$ cat config.mk
export PLATFORM = sky130hd
export DESIGN_NAME = debounced_step_width_adjust
export DESIGN_NICKNAME = d
export VERILOG_FILES = /design/src/design/dswa_pkg.sv /design/src/design/dswa_cfg.sv /design/src/design/dswa_core.sv /design/src/design/debounced_step_width_adjust.sv
export SDC_FILE = /design/constraint.sdc
export NUM_CORES = 1
export LEC_CHECK = 0
export BUFFER_PORTS_ARGS = -buffer_cell sky130_fd_sc_hd__buf_2
export CORE_MARGIN = 2
export CORE_UTILIZATION = 45
export DETAILED_ROUTE_END_ITERATION = 8
export PLACE_DENSITY = 0.71
export SLEW_MARGIN = 5
export SYNTH_ARGS = -nofsm -noshare
export SYNTH_HDL_FRONTEND = slang
export SYNTH_HIERARCHICAL = 1
export SYNTH_SLANG_ARGS = --single-unit
$ cat constraint.sdc
create_clock -name i_clk -period 4.59 [get_ports i_clk]
set_clock_uncertainty 0.15 [all_clocks]
set_input_delay 0.459 -clock i_clk [delete_from_list [all_inputs] [get_ports i_clk]]
set_output_delay 0.459 -clock i_clk [all_outputs]
set_load 0.1 [all_outputs]
$ cat src/design/dswa_pkg.sv
`default_nettype none
package dswa_pkg;

    localparam int unsigned CFG_IDX_W = 3;

    localparam logic [CFG_IDX_W-1:0] CFG_ACCEPT_COUNT = 3'd0;
    localparam logic [CFG_IDX_W-1:0] CFG_STEP_UP      = 3'd1;
    localparam logic [CFG_IDX_W-1:0] CFG_STEP_DOWN    = 3'd2;
    localparam logic [CFG_IDX_W-1:0] CFG_WIDTH_MIN    = 3'd3;
    localparam logic [CFG_IDX_W-1:0] CFG_WIDTH_MAX    = 3'd4;
    localparam logic [CFG_IDX_W-1:0] CFG_WIDTH_START  = 3'd5;

    localparam logic [7:0] RST_ACCEPT_COUNT = 8'd4;
    localparam logic [7:0] RST_STEP_UP      = 8'd10;
    localparam logic [7:0] RST_STEP_DOWN    = 8'd20;
    localparam logic [7:0] RST_WIDTH_MIN    = 8'd32;
    localparam logic [7:0] RST_WIDTH_MAX    = 8'd152;
    localparam logic [7:0] RST_WIDTH_START  = 8'd95;

    localparam logic [7:0] COUNT_SAT = 8'hFF;

    typedef struct packed {
        logic level_up_n;
        logic level_down_n;
    } t_in_item;

    typedef struct packed {
        logic [7:0] pulse_width;
        logic       up_event;
        logic       down_event;
    } t_out_item;

    typedef struct packed {
        logic [7:0] accept_count;
        logic [7:0] step_up;
        logic [7:0] step_down;
        logic [7:0] width_min;
        logic [7:0] width_max;
        logic [7:0] width_start;
        logic       load_start;
    } t_cfg;

endpackage
`default_nettype wire

$ cat src/design/dswa_cfg.sv
`default_nettype none
module dswa_cfg
    import dswa_pkg::*;
(
    input  wire logic                 i_clk,
    input  wire logic                 i_rst_n,
    input  wire logic                 i_wr,
    input  wire logic [CFG_IDX_W-1:0] i_index,
    input  wire logic [7:0]           i_data,
    output t_cfg                      o_cfg
);

    logic [7:0] r_accept_count;
    logic [7:0] r_step_up;
    logic [7:0] r_step_down;
    logic [7:0] r_width_min;
    logic [7:0] r_width_max;
    logic [7:0] r_width_start;

    always_ff @(posedge i_clk) begin
        if (!i_rst_n) begin
            r_accept_count <= RST_ACCEPT_COUNT;
            r_step_up      <= RST_STEP_UP;
            r_step_down    <= RST_STEP_DOWN;
            r_width_min    <= RST_WIDTH_MIN;
            r_width_max    <= RST_WIDTH_MAX;
            r_width_start  <= RST_WIDTH_START;
        end else if (i_wr) begin
            unique case (i_index)
                CFG_ACCEPT_COUNT: r_accept_count <= i_data;
                CFG_STEP_UP:      r_step_up      <= i_data;
                CFG_STEP_DOWN:    r_step_down    <= i_data;
                CFG_WIDTH_MIN:    r_width_min    <= i_data;
                CFG_WIDTH_MAX:    r_width_max    <= i_data;
                CFG_WIDTH_START:  r_width_start  <= i_data;
                default: ;
            endcase
        end
    end

    always_comb begin
        o_cfg.accept_count = r_accept_count;
        o_cfg.step_up      = r_step_up;
        o_cfg.step_down    = r_step_down;
        o_cfg.width_min    = r_width_min;
        o_cfg.width_max    = r_width_max;
        o_cfg.width_start  = r_width_start;
        // width register follows a width_start write in the same edge
        o_cfg.load_start   = i_wr && (i_index == CFG_WIDTH_START);
    end

endmodule
`default_nettype wire

$ cat src/design/dswa_core.sv
`default_nettype none
module dswa_core
    import dswa_pkg::*;
(
    input  wire logic     i_clk,
    input  wire logic     i_rst_n,
    input  wire logic     i_accept,
    input  wire t_in_item i_item,
    input  wire logic [7:0] i_cfg_data,
    input  wire t_cfg     i_cfg,
    output t_out_item     o_result
);

    logic [7:0] r_count_up;
    logic [7:0] r_count_down;
    logic       r_acc_up;
    logic       r_acc_down;
    logic [7:0] r_width;

    logic [7:0] n_count_up;
    logic [7:0] n_count_down;
    logic       n_acc_up;
    logic       n_acc_down;
    logic [7:0] n_width;

    logic       up_now;
    logic       dn_now;
    logic       up_ev;
    logic       dn_ev;
    logic [7:0] cnt_inc;
    logic [8:0] sum;
    logic [8:0] diff;

    always_comb begin
        up_now       = !i_item.level_up_n;
        dn_now       = !i_item.level_down_n;
        n_count_up   = r_count_up;
        n_count_down = r_count_down;
        n_acc_up     = r_acc_up;
        n_acc_down   = r_acc_down;
        up_ev        = 1'b0;
        dn_ev        = 1'b0;
        cnt_inc      = '0;

        // up button has priority; down counted only while up is stable
        if (up_now != r_acc_up) begin
            cnt_inc    = (r_count_up == COUNT_SAT) ? r_count_up : r_count_up + 8'd1;
            n_count_up = cnt_inc;
            if (cnt_inc >= i_cfg.accept_count) begin
                n_acc_up = up_now;
                up_ev    = up_now;
            end
        end else if (dn_now != r_acc_down) begin
            cnt_inc      = (r_count_down == COUNT_SAT) ? r_count_down : r_count_down + 8'd1;
            n_count_down = cnt_inc;
            if (cnt_inc >= i_cfg.accept_count) begin
                n_acc_down = dn_now;
                dn_ev      = dn_now;
            end
        end else begin
            n_count_up   = '0;
            n_count_down = '0;
        end

        // clamp without wrap; below min wins over above max
        sum  = {1'b0, r_width} + {1'b0, i_cfg.step_up};
        diff = {1'b0, r_width} - {1'b0, i_cfg.step_down};
        n_width = r_width;
        if (dn_ev) begin
            if (diff[8] || (diff[7:0] < i_cfg.width_min)) begin
                n_width = i_cfg.width_min;
            end else if (diff[7:0] > i_cfg.width_max) begin
                n_width = i_cfg.width_max;
            end else begin
                n_width = diff[7:0];
            end
        end else if (up_ev) begin
            if (sum < {1'b0, i_cfg.width_min}) begin
                n_width = i_cfg.width_min;
            end else if (sum > {1'b0, i_cfg.width_max}) begin
                n_width = i_cfg.width_max;
            end else begin
                n_width = sum[7:0];
            end
        end

        o_result.pulse_width = n_width;
        o_result.up_event    = up_ev;
        o_result.down_event  = dn_ev;
    end

    always_ff @(posedge i_clk) begin
        if (!i_rst_n) begin
            r_count_up   <= '0;
            r_count_down <= '0;
            r_acc_up     <= 1'b0;
            r_acc_down   <= 1'b0;
            r_width      <= RST_WIDTH_START;
        end else if (i_cfg.load_start) begin
            r_width <= i_cfg_data;
        end else if (i_accept) begin
            r_count_up   <= n_count_up;
            r_count_down <= n_count_down;
            r_acc_up     <= n_acc_up;
            r_acc_down   <= n_acc_down;
            r_width      <= n_width;
        end
    end

endmodule
`default_nettype wire

$ cat src/design/debounced_step_width_adjust.sv
// Debounced two-button pulse-width adjuster.
// Input channel: one transaction per debounce tick, carrying the raw active-low
// levels of the up and down buttons (i_in_valid / o_in_stall / i_in_data).
// Output channel: exactly one result transaction per input transaction, in
// order, carrying the updated pulse width and the up/down press events
// (o_out_valid / i_out_stall / o_out_data).
// Configuration channel: i_cfg_valid / o_cfg_ready with a 3-bit register index
// and 8-bit data; ready is always high. Write only while the block is idle.
// Writing width_start also loads the current width.
// The result is registered: it appears in the cycle after its tick is accepted.
// Throughput: one tick per cycle; the debounce and clamp logic is a single
// combinational pass between the state registers and the result register.
// Stall: while a result waits in the result register under i_out_stall, the
// input is stalled; as soon as the result is taken a new tick enters in the
// same cycle, so back-to-back flow is kept.
// Reset (synchronous, active low): counters clear, both buttons read released,
// registers take their defaults, width is 95 and the result register empties.
`default_nettype none
module debounced_step_width_adjust
    import dswa_pkg::*;
(
    input  wire logic                 i_clk,
    input  wire logic                 i_rst_n,
    input  wire logic                 i_in_valid,
    output logic                      o_in_stall,
    input  wire t_in_item             i_in_data,
    output logic                      o_out_valid,
    input  wire logic                 i_out_stall,
    output t_out_item                 o_out_data,
    input  wire logic                 i_cfg_valid,
    output logic                      o_cfg_ready,
    input  wire logic [CFG_IDX_W-1:0] i_cfg_index,
    input  wire logic [7:0]           i_cfg_data
);

    t_cfg      cfg;
    t_out_item result;
    logic      in_accept;
    logic      cfg_wr;

    logic      r_out_valid;
    t_out_item r_out_data;

    assign o_cfg_ready = 1'b1;
    assign cfg_wr      = i_cfg_valid && o_cfg_ready;

    // hold the input while an untaken result blocks the result register
    assign o_in_stall = r_out_valid && i_out_stall;
    assign in_accept  = i_in_valid && !o_in_stall;

    dswa_cfg u_cfg (
        .i_clk   (i_clk),
        .i_rst_n (i_rst_n),
        .i_wr    (cfg_wr),
        .i_index (i_cfg_index),
        .i_data  (i_cfg_data),
        .o_cfg   (cfg)
    );

    dswa_core u_core (
        .i_clk      (i_clk),
        .i_rst_n    (i_rst_n),
        .i_accept   (in_accept),
        .i_item     (i_in_data),
        .i_cfg_data (i_cfg_data),
        .i_cfg      (cfg),
        .o_result   (result)
    );

    // result register: load on every accepted tick, drop once taken
    always_ff @(posedge i_clk) begin
        if (!i_rst_n) begin
            r_out_valid <= 1'b0;
        end else if (in_accept) begin
            r_out_valid <= 1'b1;
        end else if (!i_out_stall) begin
            r_out_valid <= 1'b0;
        end
    end

    always_ff @(posedge i_clk) begin
        if (in_accept) begin
            r_out_data <= result;
        end
    end

    assign o_out_valid = r_out_valid;
    assign o_out_data  = r_out_data;

    a_stall_needs_result: assert property (@(posedge i_clk) disable iff (!i_rst_n)
        o_in_stall |-> o_out_valid)
        else $error("input stalled with empty result register");

    a_accept_gives_result: assert property (@(posedge i_clk) disable iff (!i_rst_n)
        in_accept |=> o_out_valid)
        else $error("accepted tick produced no result");

    a_drain_empties: assert property (@(posedge i_clk) disable iff (!i_rst_n)
        (o_out_valid && !i_out_stall && !in_accept) |=> !o_out_valid)
        else $error("result repeated after being taken");

    a_one_event: assert property (@(posedge i_clk) disable iff (!i_rst_n)
        o_out_valid |-> !(o_out_data.up_event && o_out_data.down_event))
        else $error("up and down events in the same tick");

endmodule
`default_nettype wire

* Yosys cells after proc, flatten, opt, wreduce, memory -nomap -nowiden
Cells that the tools add are included.
Widths: inputs -> output; s select.
** Storage, ports and cells
- Word-level logic and storage cells :: 75
- Input bits :: 18
- Register bits after elaboration :: 77
- Output and inout bits :: 13
** Cells by class
- Bitwise gates (word level) :: 2
- Muxes and demuxes :: 20
- Reduce and logical (&&, ||, !) cells :: 18
- Add/sub/neg operators :: 4
- Eq/ne operators :: 11
- Magnitude comparators :: 6
** Operator list (count)
- $mux 8 :: 13
- $add 8x1->8 const B :: 2
- $eq 8x8->1 const B :: 2
- $ge 8x8->1 :: 2
- $reduce_and 2->1 :: 5
- $add 8x8->9 :: 1
- $gt 9x8->1 :: 1
- $lt 9x8->1 :: 1
- $sub 8x8->9 :: 1
- $gt 8x8->1 :: 1
- $lt 8x8->1 :: 1
- $mux 1 :: 7
- $eq 3x2->1 const B :: 2
- $eq 3x3->1 const B :: 2
- $reduce_and 3->1 :: 2
- $reduce_and 5->1 :: 1
- $ne 2x1->1 const B :: 2
- $reduce_and 4->1 :: 1
- $eq 3x1->1 const B :: 1
- $logic_and 1x1->1 :: 3
- $logic_not 1->1 :: 3
- $logic_not 3->1 :: 1
- $ne 1x1->1 :: 2
- $not 1->1 :: 2
- other kinds (2) :: 2

* Longest topological paths before layout
- Depth in word-level cells :: 9
- Mapped depth :: 18
- Depth with buffers taken out :: 17

* By module
The synthesis kept the hierarchy.
** By module, submodules not included
- dswa_core :: area each 3603.5 um^2, sequential area each 520.5 um^2, cells an instance 448, times used 1
- dswa_cfg :: area each 1886.8 um^2, sequential area each 960.9 um^2, cells an instance 183, times used 1
- debounced_step_width_adjust :: area each 354.1 um^2, sequential area each 320.3 um^2, cells an instance 16, times used 1

* Worst setup path before layout
OpenSTA, ideal clock, no wires.
- Path type :: reg2reg
- Start :: reg u_core.r_width[0]
- End :: reg u_core.r_width[6]
- Buffers on the path :: 0
- Path slack :: 0.931 ns
- Data arrival time :: 3.394 ns
- Library setup time :: 0.115 ns
- Clock period less this slack :: 3.659 ns
- Required time :: 4.325 ns
- Stages on the path, launching flop included :: 17
- Path through :: dfxtp_1 -> inv_1 -> ha_1 -> fa_1 -> nor2b_4 -> o31a_1 -> or4b_1 -> nand3_1 -> ha_1 -> a21o_1 -> a21oi_1 -> a31oi_1 -> o21ai_2 -> mux2_2 -> o22ai_1 -> a211oi_2 -> o21a_1
** RTL lines
- from (decl) :: RTL line dswa_core.sv:18 : logic [7:0] r_width;
- from (signal assigned) :: RTL line dswa_core.sv:100 : r_width <= i_cfg_data;
- from (signal assigned) :: RTL line dswa_core.sv:106 : r_width <= n_width;

==> results.tsv <==
stage	metric	value	unit
clocking	cts_setup_buffers	0	
finish	syn_to_final_growth	9.72	%
timing	finalCritPeriodShare	90.1	%
finish	nNetsFinal	723	
grt	grt_pass1_wl	23200	µm
grt	met1_usage	29.3	%
finish	drive_gt1_share	13.0	%
finish	n_antenna_cell	0	
timing	rsz0062_at_grt	false	
drt	ant_nets	0	
floorplan	die_y	115	µm
worst_setup_path	startpoint_type	register	
finish	utilization	50.7	%
placed_design	io_buffers	29	
timing	setup-tns-final	0	ns
grt	gr-usage-met2	36.7	%
floorplan	core_area	0.0120	mm²
flow_run	maxCapViolCount	0	
yosys	synth_fp_nets	705	
clocking	clkSlewWorstSetupHoldPaths	0.06	ns
grt	grt_use_met3	4.01	%
drt	drcViolationCount	0	
drt	via_per_inst	5.88	
worst_setup_path	required	4.72	ns
timing	slew_violations	0	
worst_setup_path	rr_startpoint	u_core/r_count_up[0]	
timing	relSlewSlack	50.1	%
grt	busiest_layer	met2	
placed_design	placed_cell_area	0.00578	mm²
timing	max_slew.worst_pin.slew	0.744	ns
yosys	yosys_warnings	6	
timing	max_clock_freq	242	MHz
worst_setup_path	critPathKind	register to register	
drt	via_count	4649	
worst_setup_path	worst_setup_path_end_kind	register	
clocking	clock-root-buffer	clkbuf_16	
timing	hold-worst-slack	0.196	ns
yosys	synth_area_per_cell	8.93	µm²
grt	antenna_found_initial	0	
worst_setup_path	r2r_slack	0.45	ns
finish	design_area	0.00609	mm²
power_and_ir_drop	power.density	300	mW/mm²
timing	finalSetupViolations	0	
grt	grt_max_degree	67	
clocking	cts-resized-gates	0	
run_status	status	completed	
clocking	h-tree-depth	3	
drt	dr.pass1.iters	5	
clocking	cts_inserted_buffers	9	
drt	wl_per_cell	18.5	µm
placed_design	globalplace.congestion	0.948	
worst_setup_path	crit_fanout	7	
floorplan	ios	31	
clocking	clkLatencyLatePin	0.33	ns
grt	overflow	0	
clocking	cts_hold_buf	0	
worst_setup_path	critPathLaunch	u_core/r_count_up[0]	
worst_setup_path	timing.rr.end	u_core/r_width[7]	
floorplan	die-area	0.0132	mm²
yosys	synthCells	621	
grt	grt_pass1_vias	4543	
worst_setup_path	arrival	4.27	ns
yosys	synth_area	0.00555	mm²
placed_design	dp_hpwl	11600	µm
drt	first_iter_violations	299	
power_and_ir_drop	vdd_drop_max	0.207	mV
power_and_ir_drop	power.leakage	2.66	nW
worst_setup_path	endpoint	u_core/r_width[7]	
timing	hold_violations	0	
clocking	cts_tree	done	
clocking	cts_buffer_depth	2	
hold_path	min_path_type	input pin to register	
floorplan	row_count	40	
grt	grt.total_usage	22.5	%
timing	period_minus_slack	4.14	ns
clocking	clock-sinks	77	
floorplan	die_x	115	µm
floorplan	initial_utilization	46.2	%
worst_setup_path	r2r_cells	17	
drt	drt_wl_total	14700	µm
-- cell usage in the layout, fill, tap and decap left out, types with 15 or more instances in the layout --
cell	count
dfxtp_1	67
ha_1	64
nand2_1	55
mux2i_1	50
nor2_1	46
inv_1	45
buf_2	29
nor2b_1	22
a21oi_1	22
o21a_1	16
o21ai_0	15
nand3_1	15
-- where the power goes --
group / internal [mW] / switching, mW
Clock: 0.437 / 0.273
Combinational: 0.148 / 0.251
Sequential: 0.700 / 0.0167
Total: 1.28 / 0.540
-- layout make-up --
cell class,count,area [µm²]
clock buffer,11,243
clock inverter,5,60.1
fill,1126,5930
inverter,48,185
multi-input combinational,471,3600
sequential,77,1640
tap,147,184
timing repair buffer,32,168
-- metrics by stage --
stage	power (mW)	cells	setup slack (ns)
4_1_cts	1.83	791	0.512
3_5_place_dp	1.12	775	0.565
3_3_place_gp	1.11	775	0.612
5_1_grt	1.90	791	0.0728
2_1_floorplan	1.03	621	0.931
6_report	1.83	791	0.453
-- worst min-delay path by stage --
stage	from	cells after the start	to	slack (ns)
2_1_floorplan	u_cfg/r_step_down[3]	2	u_cfg/r_step_down[3]	0.28
4_1_cts	i_in_valid	2	o_out_valid	0.19
3_5_place_dp	u_cfg/r_step_down[6]	2	u_cfg/r_step_down[6]	0.30
3_3_place_gp	u_cfg/r_step_down[3]	2	u_cfg/r_step_down[3]	0.30
6_report	i_in_valid	2	o_out_valid	0.20
5_1_grt	i_in_valid	2	o_out_valid	0.20
-- metal layers --
layer	wire [µm]	vias up
li1	-	2264
met1	6560	2205
met2	6820	142
met3	744	38
met4	546	0
met5	0	-
-- state kept, by name, indices dropped and copies added (netlist names), 8 cells and up --
signal,flops
o_out_data,10
u_cfg/r_accept_count,8
u_cfg/r_step_down,8
u_cfg/r_step_up,8
u_cfg/r_width_max,8
u_cfg/r_width_min,8
u_core/r_count_down,8
u_core/r_count_up,8
u_core/r_width,8
-- worst max-delay path, cell delays in order (launching register included) --
cell,delay (ns)
dfxtp_1,0.39
ha_1,0.23
nand2_1,0.11
nor2_1,0.14
nand3_1,0.24
nand2b_1,0.20
nor2_1,0.06
xor2_1,0.15
ha_1,0.33
a2111oi_2,0.38
nand2_1,0.10
a41oi_1,0.25
or4_1,0.48
inv_6,0.06
a2bb2oi_4,0.27
o22ai_1,0.15
a211oi_2,0.24
a21o_1,0.15
No activity file was read; power rests on OpenSTA's default activity.
